--- config.mk ---
export PLATFORM = sky130hd
export DESIGN_NAME = gf2m_inverse_euclid_core
export DESIGN_NICKNAME = d
export VERILOG_FILES = /design/src/sv/gf2m_inv_pkg.sv /design/src/sv/gf2m_inverse_euclid_core.sv
export VERILOG_INCLUDE_DIRS = /design/src /design/src/sv
export SDC_FILE = /design/constraint.sdc
export NUM_CORES = 1
export LEC_CHECK = 0
export ABC_CLOCK_PERIOD_IN_PS = 4480
export BUFFER_PORTS_ARGS = -buffer_cell sky130_fd_sc_hd__buf_2
export CAP_MARGIN = 15
export CORE_MARGIN = 2
export CORE_UTILIZATION = 45
export CTS_CLUSTER_SIZE = 8
export DETAILED_ROUTE_END_ITERATION = 12
export HOLD_SLACK_MARGIN = 0.1
export MAX_ROUTING_LAYER = met4
export PLACE_DENSITY = 0.72
export SKIP_LAST_GASP = 1
export SLEW_MARGIN = 10
export SYNTH_ARGS = -nofsm -noshare
export SYNTH_HDL_FRONTEND = slang
export SYNTH_SLANG_ARGS = --single-unit
--- constraint.sdc ---
create_clock -name i_clk -period 4.48 [get_ports i_clk]
set_clock_uncertainty 0.1 [all_clocks]
set_input_delay 0.448 -clock i_clk [delete_from_list [all_inputs] [get_ports i_clk]]
set_output_delay 0.448 -clock i_clk [all_outputs]
set_load 0.02 [all_outputs]
--- src/sv/gf2m_inverse_euclid_core_assert.svh ---
// Assertion shorthands for the inversion core.
// Both sample on i_clk and are switched off while i_rst_n is low.
`ifndef GF2M_INVERSE_EUCLID_CORE_ASSERT_SVH
`define GF2M_INVERSE_EUCLID_CORE_ASSERT_SVH

// Same-cycle implication.
`define GF2M_INV_ASSERT_IMP(lbl, ante, cons, msg) \
    lbl: assert property (@(posedge i_clk) disable iff (!i_rst_n) (ante) |-> (cons)) \
        else $error(msg);

// Next-cycle implication.
`define GF2M_INV_ASSERT_NXT(lbl, ante, cons, msg) \
    lbl: assert property (@(posedge i_clk) disable iff (!i_rst_n) (ante) |=> (cons)) \
        else $error(msg);

`endif

--- src/sv/gf2m_inv_pkg.sv ---
`default_nettype none

package gf2m_inv_pkg;

    localparam int unsigned GF2M_INV_FIELD_DEGREE = 10;

    // x^10 + x^3 + 1
    localparam logic [10:0] GF2M_INV_RESET_POLY = 11'd1033;

    typedef enum logic {
        ST_IDLE,
        ST_RUN
    } t_state;

endpackage

`default_nettype wire

--- src/sv/gf2m_inverse_euclid_core.sv ---
// Channel   Direction  Handshake           Payload
// input     in         i_valid / o_ready   i_element
// output    out        o_valid / i_ready   o_inverse, o_invertible
// config    in         i_cfg_we            i_field_polynomial
//
// One element at a time: a load, then one shift-and-XOR or swap step per cycle
// in a single reduction unit, with no overlap between elements in the loop.
// The loop ends when the second remainder reaches zero; the result goes to an output
// register, so the next element can be taken while a result waits for i_ready.
// If the output register is still full at the end of the loop, the core holds there.
// Reset (synchronous, active low) loads x^10+x^3+1 and empties the core.
`default_nettype none

`include "gf2m_inverse_euclid_core_assert.svh"

module gf2m_inverse_euclid_core #(
    parameter int unsigned FIELD_DEGREE = gf2m_inv_pkg::GF2M_INV_FIELD_DEGREE
) (
    input  wire logic                    i_clk,
    input  wire logic                    i_rst_n,
    input  wire logic                    i_cfg_we,
    input  wire logic [FIELD_DEGREE:0]   i_field_polynomial,
    input  wire logic                    i_valid,
    output logic                         o_ready,
    input  wire logic [FIELD_DEGREE-1:0] i_element,
    output logic                         o_valid,
    input  wire logic                    i_ready,
    output logic [FIELD_DEGREE-1:0]      o_inverse,
    output logic                         o_invertible
);

    import gf2m_inv_pkg::*;

    localparam int unsigned PW = FIELD_DEGREE + 1;
    localparam int unsigned XW = FIELD_DEGREE;
    localparam int unsigned DW = $clog2(FIELD_DEGREE + 1);

    // Highest set bit; zero input gives zero (callers test for zero separately).
    function automatic logic [DW-1:0] f_degree(input logic [PW-1:0] v);
        logic [DW-1:0] d;
        d = '0;
        for (int i = 0; i < PW; i++) begin
            if (v[i]) begin
                d = DW'(i);
            end
        end
        return d;
    endfunction

    t_state          r_state, n_state;
    logic [PW-1:0]   r_poly;
    logic [PW-1:0]   r_r0, n_r0;
    logic [PW-1:0]   r_r1, n_r1;
    logic [XW-1:0]   r_x0, n_x0;
    logic [XW-1:0]   r_x1, n_x1;
    logic            r_out_valid, n_out_valid;
    logic [XW-1:0]   r_inverse, n_inverse;
    logic            r_invertible, n_invertible;

    logic [DW-1:0]   w_deg0;
    logic [DW-1:0]   w_deg1;
    logic [DW-1:0]   w_shift;
    logic            w_reduce;

    assign w_deg0   = f_degree(r_r0);
    assign w_deg1   = f_degree(r_r1);
    assign w_shift  = w_deg0 - w_deg1;
    assign w_reduce = (r_r0 != '0) && (w_deg0 >= w_deg1);

    always_ff @(posedge i_clk) begin
        if (!i_rst_n) begin
            r_state     <= ST_IDLE;
            r_out_valid <= 1'b0;
            r_poly      <= PW'(GF2M_INV_RESET_POLY);
        end else begin
            r_state     <= n_state;
            r_out_valid <= n_out_valid;
            if (i_cfg_we) begin
                r_poly <= i_field_polynomial;
            end
        end
    end

    always_ff @(posedge i_clk) begin
        r_r0         <= n_r0;
        r_r1         <= n_r1;
        r_x0         <= n_x0;
        r_x1         <= n_x1;
        r_inverse    <= n_inverse;
        r_invertible <= n_invertible;
    end

    always_comb begin
        n_state      = r_state;
        n_r0         = r_r0;
        n_r1         = r_r1;
        n_x0         = r_x0;
        n_x1         = r_x1;
        n_out_valid  = r_out_valid;
        n_inverse    = r_inverse;
        n_invertible = r_invertible;

        if (r_out_valid && i_ready) begin
            n_out_valid = 1'b0;
        end

        unique case (r_state)
            ST_IDLE: begin
                if (i_valid) begin
                    n_r0    = r_poly;
                    n_r1    = {1'b0, i_element};
                    n_x0    = '0;
                    n_x1    = XW'(1);
                    n_state = ST_RUN;
                end
            end
            ST_RUN: begin
                if (r_r1 == '0) begin
                    // hold until the output register is free
                    if (!r_out_valid || i_ready) begin
                        n_out_valid = 1'b1;
                        if (r_r0 == PW'(1)) begin
                            n_inverse    = r_x0;
                            n_invertible = 1'b1;
                        end else begin
                            n_inverse    = '0;
                            n_invertible = 1'b0;
                        end
                        n_state = ST_IDLE;
                    end
                end else if (w_reduce) begin
                    // one quotient term: cancel the top bit of r0
                    n_r0 = r_r0 ^ (r_r1 << w_shift);
                    n_x0 = r_x0 ^ (r_x1 << w_shift);
                end else begin
                    // division done: remainder becomes the new divisor
                    n_r0 = r_r1;
                    n_r1 = r_r0;
                    n_x0 = r_x1;
                    n_x1 = r_x0;
                end
            end
        endcase
    end

    assign o_ready      = (r_state == ST_IDLE);
    assign o_valid      = r_out_valid;
    assign o_inverse    = r_inverse;
    assign o_invertible = r_invertible;

    `GF2M_INV_ASSERT_NXT(a_load_element, i_valid && o_ready, r_state == ST_RUN && r_r1[PW-1] == 1'b0 && r_r1[XW-1:0] == $past(i_element), "element not loaded on transfer")
    `GF2M_INV_ASSERT_NXT(a_reduce_drops_degree, r_state == ST_RUN && r_r1 != '0 && w_reduce, r_r0 == '0 || w_deg0 < $past(w_deg0), "reduction step did not lower degree")
    `GF2M_INV_ASSERT_NXT(a_swap_orders_degree, r_state == ST_RUN && r_r1 != '0 && !w_reduce, r_r1 == '0 || w_deg1 < w_deg0, "swap left remainders out of order")
    `GF2M_INV_ASSERT_IMP(a_result_from_run, $rose(r_out_valid), $past(r_state) == ST_RUN && r_state == ST_IDLE, "result appeared outside loop exit")
    `GF2M_INV_ASSERT_IMP(a_inverse_zero_when_none, o_valid && !o_invertible, o_inverse == '0, "nonzero inverse flagged as none")

endmodule

`default_nettype wire

==> impl_metrics.csv, run 1 <==
group,metric,value,unit
floorplanning,floorplan.die_area,9870,sq um
route,drt-vias-per-instance,6.19,
worst_setup_path,critical_path_data_required_time,4.48,ns
synthesis,count_of_flip_flops_with_a_built_in_enable_after_synthesis,53,
sta,finalSetupViolations,0,
sta,rsz0062_at_grt,"false",
clocking,worst_skew_pair.late_latency,0.35,ns
grt,largest_net_degree_at_the_start_of_global_routing,51,
worst_setup_path,startpoint_of_the_most_critical_register_to_register_path,"r_r1[2]",
cells_and_area,antenna_cells,0,
cells_and_area,mostFrequentLayoutCell,"sky130_fd_sc_hd__edfxtp_1",
floorplanning,io_pins,39,
synthesis,muxShareOfSynthArea,15.1,%
clocking,cts.sink_count,66,
sta,final_min_period_over_clock_period,90.8,%
synthesis,synthCells,385,
cells_and_area,sequential_standard_cell_area,1850,sq um
worst_setup_path,critPathSlowestCell,"sky130_fd_sc_hd__fa_1",
worst_setup_path,cell_seen_most_often_among_critical_path_stages,"sky130_fd_sc_hd__a21oi_1",
cells_and_area,drive_gt1_share,21.3,%
outcome,result_of_the_run,"complete, no violations",
worst_setup_path,timing.critical_path.from_type,"register",
sta,period_needed,4.07,ns
route,wl,10.4,mm
worst_setup_path,crit_chain,"nand2b_1 -> a21oi_1 -> o21bai_1 -> a21oi_1 -> nor2_1 -> nor2_1 -> ha_1 -> inv_1 -> fa_1 -> mux4_2 -> mux2i_1 -> a21oi_1 -> o2111ai_1 -> nand3b_1",
synthesis,postSynthNetCount,416,
place,replace_congestion,1.01,
clocking,cts_buffers,9,
grt,grt_pass1_vias,3108,
route,detail_route.iter0.violations,344,
cells_and_area,final_nets,454,
route,wire_per_inst,19.4,um
synthesis,postSynthRegisterBits,66,
clocking,cts.htree.levels,3,
route,drt_drc_violations_left,0,
synthesis,yosysSeqAreaShare,45.3,%
clocking,cts-root-to-sink-buffers,2,
synthesis,yosys.area_share.adder,1.71,%
synthesis,synth_xor_area_share,2.75,%
worst_setup_path,criticalPathCategory,"reg2reg",
cells_and_area,multi_input_comb_area,2070,sq um
cells_and_area,layout.filler_cells,786,
place,port_buffers,38,
synthesis,ys_types,55,
cells_and_area,most-common-layout-cells,"sky130_fd_sc_hd__edfxtp_1 (53), sky130_fd_sc_hd__buf_2 (38), sky130_fd_sc_hd__a21oi_1 (37)",
synthesis,synth.top_cell.area_share,38.9,%
grt,gr-usage-all-layers,22.0,%
clocking,clkTransAtPathRegs,0.07,ns
sta,max_clock_freq,0.246,GHz
place,dp_hpwl,7.36,mm
clocking,clock-root-buffer,"sky130_fd_sc_hd__clkbuf_8",
clocking,cts_resized,0,
floorplanning,initial_core_util,46.7,%
worst_hold_path,worstHoldStart,"i_field_polynomial[10]",
synthesis,synthArstFlopShare,0,%
floorplanning,die_h,99.3,um
synthesis,ys_top_cells_by_area,"sky130_fd_sc_hd__edfxtp_1 (39%), sky130_fd_sc_hd__mux2i_1 (7.3%), sky130_fd_sc_hd__dfxtp_1 (6.4%)",
route,routed-via-count,3316,
synthesis,synthesis.yosys.warnings,0,
synthesis,yosys_most_used_dff,"sky130_fd_sc_hd__edfxtp_1",
clocking,holdBufCountCts,0,
grt,grt_first_pass_wirelength,16.4,mm
worst_hold_path,timing.hold.worst_endpoint,"r_poly[10]",
worst_setup_path,cpPeakStageDelay,1.05,ns
cells_and_area,final_core_utilization,52.4,%
worst_setup_path,ff2ff_setup_slack,0.41,ns
worst_setup_path,critPathLaunch,"r_r1[2]",
worst_hold_path,timing.hold.worst.class,"in2reg",
sta,worstMarginPinSlew,1.10,ns
sta,final_max_slew_viol_count,0,
worst_setup_path,worstSetupEndpointType,"register",
grt,initial_antenna_violation_count,0,
floorplanning,rows,34,
sta,tns,0,ns
worst_setup_path,critical_path_arrival,4.07,ns
synthesis,synth_simple_gate_area_share,16.6,%
cells_and_area,design_area,4590,sq um
worst_setup_path,crit-reg2reg-capture,"r_r0[10]",
route,detail_route.first_pass.iterations,6,
cells_and_area,area_delta_synth_final,12.3,%
clocking,postCtsSetupRepairBufs,0,
worst_hold_path,worstHoldPathCells,3,
grt,overflow,0,
floorplanning,die_w,99.3,um
worst_setup_path,path_max_fanout,15,
place,placement.cell_area,4400,sq um
synthesis,netlist.top_cell.by_area,"sky130_fd_sc_hd__edfxtp_1",
synthesis,synth_compound_area_share,14.4,%
synthesis,synth_top_family_by_area,"simple AND/OR/NAND/NOR gates",
worst_setup_path,rr_worst_depth,14,
floorplanning,floorplan.core_area,8760,sq um
synthesis,post_synth.cell_area_avg,10.6,sq um
sta,report.final.hold_viol_count,0,
job,cap_viol_max_count,0,
route,drtAntennaViolNets,0,
clocking,tritoncts,"yes",
synthesis,post_synth_instance_area,4090,sq um
sta,timing.max_slew.rel_slack,25.9,%
==> cell type report <==
cell class,count,share of cell area [%]
multi-input combinational,281,45.1
clock inverter,4,0.518
tap,108,2.94
timing repair buffer,52,6.43
sequential,66,40.3
clock buffer,12,3.62
inverter,13,1.06
==> cells in the mapped netlist (all sizes together) (8+ instances only) <==
cell     n
nor2    18
nand3   10
o21ai   22
xnor2    9
a21oi   37
nor2b   11
buf     14
mux2    10
clkbuf  11
mux4     9
and3     8
nand2   15
nor3    20
inv     12
dfxtp   13
edfxtp  53
mux2i   30
and2    18
==> through the flow <==
stage / cells / setup WS (ns) / hold slack, ns
2_1_floorplan: 385 / 0.871 / 0.342
3_3_place_gp: 519 / 0.439 / 0.360
3_5_place_dp: 519 / 0.429 / 0.365
4_1_cts: 535 / 0.424 / 0.204
5_1_grt: 536 / 0.165 / 0.227
6_report: 536 / 0.411 / 0.211
==> kinds of logic after synthesis <==
family | after synthesis
AO/OA/AOI/OAI | 93
XOR/XNOR | 12
buffers and inverters | 38
multiplexers | 49
adder cells (fa/ha/maj) | 5
flip-flops | 66
AND/OR/NAND/NOR | 122
==> worst max-delay path: cells and delay by family, from the launching register on <==
family	cells	cell delay, ns
adders and majority gates	2	1.24
muxes	2	0.82
AOI/OAI and AO/OA	5	0.72
DFF	1	0.47
and+or+nand+nor	4	0.42
buffers and inverters	1	0.06
==> per-layer routing <==
metal	up-vias	GRT usage [%]	wire [um]	share of wire [%]
met1	1643	31.2	4920	47
li1	1530	-	-	-
met4	0	7.17	178	1.7
met2	124	32.0	4770	46
met3	19	4.15	531	5.1
met5	-	-	0	0
==> registers in the layout, indices dropped and copies added, names as in the netlist <==
register,cells
o_inverse,10
o_invertible,1
o_valid,1
r_poly,11
r_r0,11
r_r1,11
r_state,1
r_x0,10
r_x1,10
==> how the worst max path moves through the flow <==
stage / to / depth (start not counted)
after floorplan: r_r0[8] / 14
after global placement: r_r0[10] / 14
after detailed placement: r_r0[10] / 14
after CTS: r_r0[10] / 14
after global routing: r_r0[10] / 14
final: r_r0[10] / 14
Power of run 1 is not shown: default switching activity piles up to over one toggle a cycle in this logic, so the estimate is an artifact.
==> run 2, diff against run 1 <==
--- a/config.mk
+++ b/config.mk
@@ -14,7 +14,6 @@
 export CTS_CLUSTER_SIZE = 8
 export DETAILED_ROUTE_END_ITERATION = 12
 export HOLD_SLACK_MARGIN = 0.1
-export MAX_ROUTING_LAYER = met4
 export PLACE_DENSITY = 0.72
 export SKIP_LAST_GASP = 1
 export SLEW_MARGIN = 10
==> run 2 against run 1 <==
Effect of this change:
- global-route usage decreased by 0.35 points
- die area unchanged
- count of clock-buffer cells in the layout down 3
- setup slack better by 0.0082 ns
- core utilization is 0.46 points higher
- worst hold slack worse by 0.0062 ns
- critical path depth stayed put
- register-to-register slack hardly changed
- non-clock buffer count rose by 4
==> impl_metrics.csv, run 2 (synthesis gave the netlist of run 1 again) <==
group,metric,value,unit
cells_and_area,mostFrequentLayoutCell,"sky130_fd_sc_hd__edfxtp_1",
route,detail_route.first_pass.iterations,5,
clocking,cts.sink_count,66,
cells_and_area,largest_registers,"r_poly: 11 flops, r_r0: 11 flops, r_r1: 11 flops",
sta,final_min_period_over_clock_period,90.6,%
floorplanning,io_pins,39,
worst_setup_path,critPathLaunch,"r_r1[2]",
floorplanning,floorplan.die_area,9870,sq um
sta,report.final.hold_viol_count,0,
cells_and_area,drive_gt1_share,22.2,%
grt,grt_first_pass_wirelength,16.4,mm
grt,gr-usage-all-layers,21.7,%
sta,postLayoutSetupSlackWorst,0.419,ns
worst_setup_path,critical_path_data_required_time,4.48,ns
job,cap_viol_max_count,0,
worst_hold_path,worstHoldStart,"i_field_polynomial[10]",
route,routed-via-count,3309,
worst_setup_path,path_max_fanout,15,
clocking,cts-root-to-sink-buffers,2,
clocking,clkTransAtPathRegs,0.08,ns
grt,overflow,0,
sta,finalSetupViolations,0,
grt,largest_net_degree_at_the_start_of_global_routing,31,
grt,initial_antenna_violation_count,0,
clocking,cts.htree.levels,3,
floorplanning,floorplan.core_area,8760,sq um
place,worst_slack_at_placement,0.435,ns
cells_and_area,area_delta_synth_final,13.3,%
worst_setup_path,timing.critical_path.from_type,"register",
cells_and_area,design_area,4630,sq um
place,dp_hpwl,7.36,mm
sta,rsz0062_at_grt,"false",
outcome,result_of_the_run,"complete, no violations",
route,wl,10.3,mm
floorplanning,rows,34,
route,drt-vias-per-instance,6.13,
clocking,holdBufCountCts,0,
place,placement.cell_area,4430,sq um
clocking,postCtsSetupRepairBufs,0,
clocking,worst_skew_pair.late_latency,0.35,ns
place,port_buffers,38,
sta,timing.max_slew.rel_slack,27.3,%
clocking,cts_buffers,9,
floorplanning,die_h,99.3,um
grt,grt_pass1_vias,3071,
cells_and_area,final_nets,458,
worst_setup_path,worstSetupEndpointType,"register",
floorplanning,initial_core_util,46.7,%
cells_and_area,most-common-layout-cells,"sky130_fd_sc_hd__edfxtp_1 (53), sky130_fd_sc_hd__buf_2 (38), sky130_fd_sc_hd__a21oi_1 (37)",
route,wire_per_inst,19.2,um
clocking,tritoncts,"yes",
worst_setup_path,criticalPathCategory,"reg2reg",
route,drtAntennaViolNets,0,
sta,worstMarginPinSlew,1.08,ns
sta,final_max_slew_viol_count,0,
worst_hold_path,timing.hold.worst.class,"in2reg",
route,drt_drc_violations_left,0,
clocking,clock-root-buffer,"sky130_fd_sc_hd__clkbuf_8",
floorplanning,die_w,99.3,um
sta,tns,0,ns
cells_and_area,antenna_cells,0,
route,detail_route.iter0.violations,369,
clocking,cts_resized,0,
sta,max_clock_freq,0.246,GHz
place,replace_congestion,0.982,
worst_setup_path,startpoint_of_the_most_critical_register_to_register_path,"r_r1[2]",
sta,whs,0.204,ns
worst_setup_path,critical_path_arrival,4.06,ns
sta,period_needed,4.06,ns
==> run 2: cell types whose count changed in the layout (fill, tap and decap cells not counted) <==
cell                         before  now
sky130_fd_sc_hd__bufinv_16        0    1
sky130_fd_sc_hd__clkbuf_8        10    9
sky130_fd_sc_hd__clkinv_2         3    1
sky130_fd_sc_hd__clkbuf_16        1    0
sky130_fd_sc_hd__clkbuf_1         1    0
sky130_fd_sc_hd__inv_6            0    2
sky130_fd_sc_hd__buf_4           14   18
sky130_fd_sc_hd__clkinvlp_4       0    2
==> run 2: layout make-up <==
type                       instances  area, sq um
clock inverter                     7         76.3
sequential                        66         1850
clock buffer                       9          124
tap                              108          135
fill                             766         4130
timing repair buffer              56          325
inverter                          13         48.8
multi-input combinational        281         2070
==> run 2: final timing paths <==
path                     end  slack, ns  cells past startpoint
setup / recovery     r_r0[8]       0.42                     14
hold / removal    r_poly[10]       0.20                      3
setup reg to reg     r_r0[8]       0.42                     14
hold reg to reg    r_poly[0]       0.39                      2
==> run 2: worst max-delay path: stages (launching register included) <==
cell and delay, ns:
sky130_fd_sc_hd__edfxtp_1 0.47, sky130_fd_sc_hd__nand2b_1 0.18, sky130_fd_sc_hd__a21oi_1 0.14, sky130_fd_sc_hd__o21bai_1 0.08, sky130_fd_sc_hd__a21oi_1 0.15, sky130_fd_sc_hd__nor2_1 0.06, sky130_fd_sc_hd__nor2_1 0.11, sky130_fd_sc_hd__ha_1 0.19
sky130_fd_sc_hd__inv_1 0.07, sky130_fd_sc_hd__fa_1 1.06, sky130_fd_sc_hd__buf_4 0.26, sky130_fd_sc_hd__mux4_2 0.30, sky130_fd_sc_hd__a21oi_1 0.18, sky130_fd_sc_hd__nor4_1 0.07, sky130_fd_sc_hd__or3b_1 0.39
==> run 2: metal layers <==
| layer | up-vias | part of all wire (%) | track usage, % | wire length, um |
|---|---|---|---|---|
| met5 | - | 0 | 0 | 0 |
| met4 | 0 | 2.3 | 7.06 | 243 |
| met3 | 21 | 8.4 | 5.20 | 866 |
| met2 | 181 | 46 | 32.3 | 4710 |
| met1 | 1565 | 44 | 31.2 | 4530 |
| li1 | 1542 | - | - | - |
==> run 2: through the flow <==
| stage | cells | utilization (%) |
|---|---|---|
| after detailed placement | 523 | 50.5 |
| after CTS | 539 | 52.8 |
| after global routing | 540 | 52.9 |
| final | 540 | 52.9 |
| after global placement | 523 | 50.5 |
| after floorplan | 385 | - |
Power of run 2 is left out for the same reason.
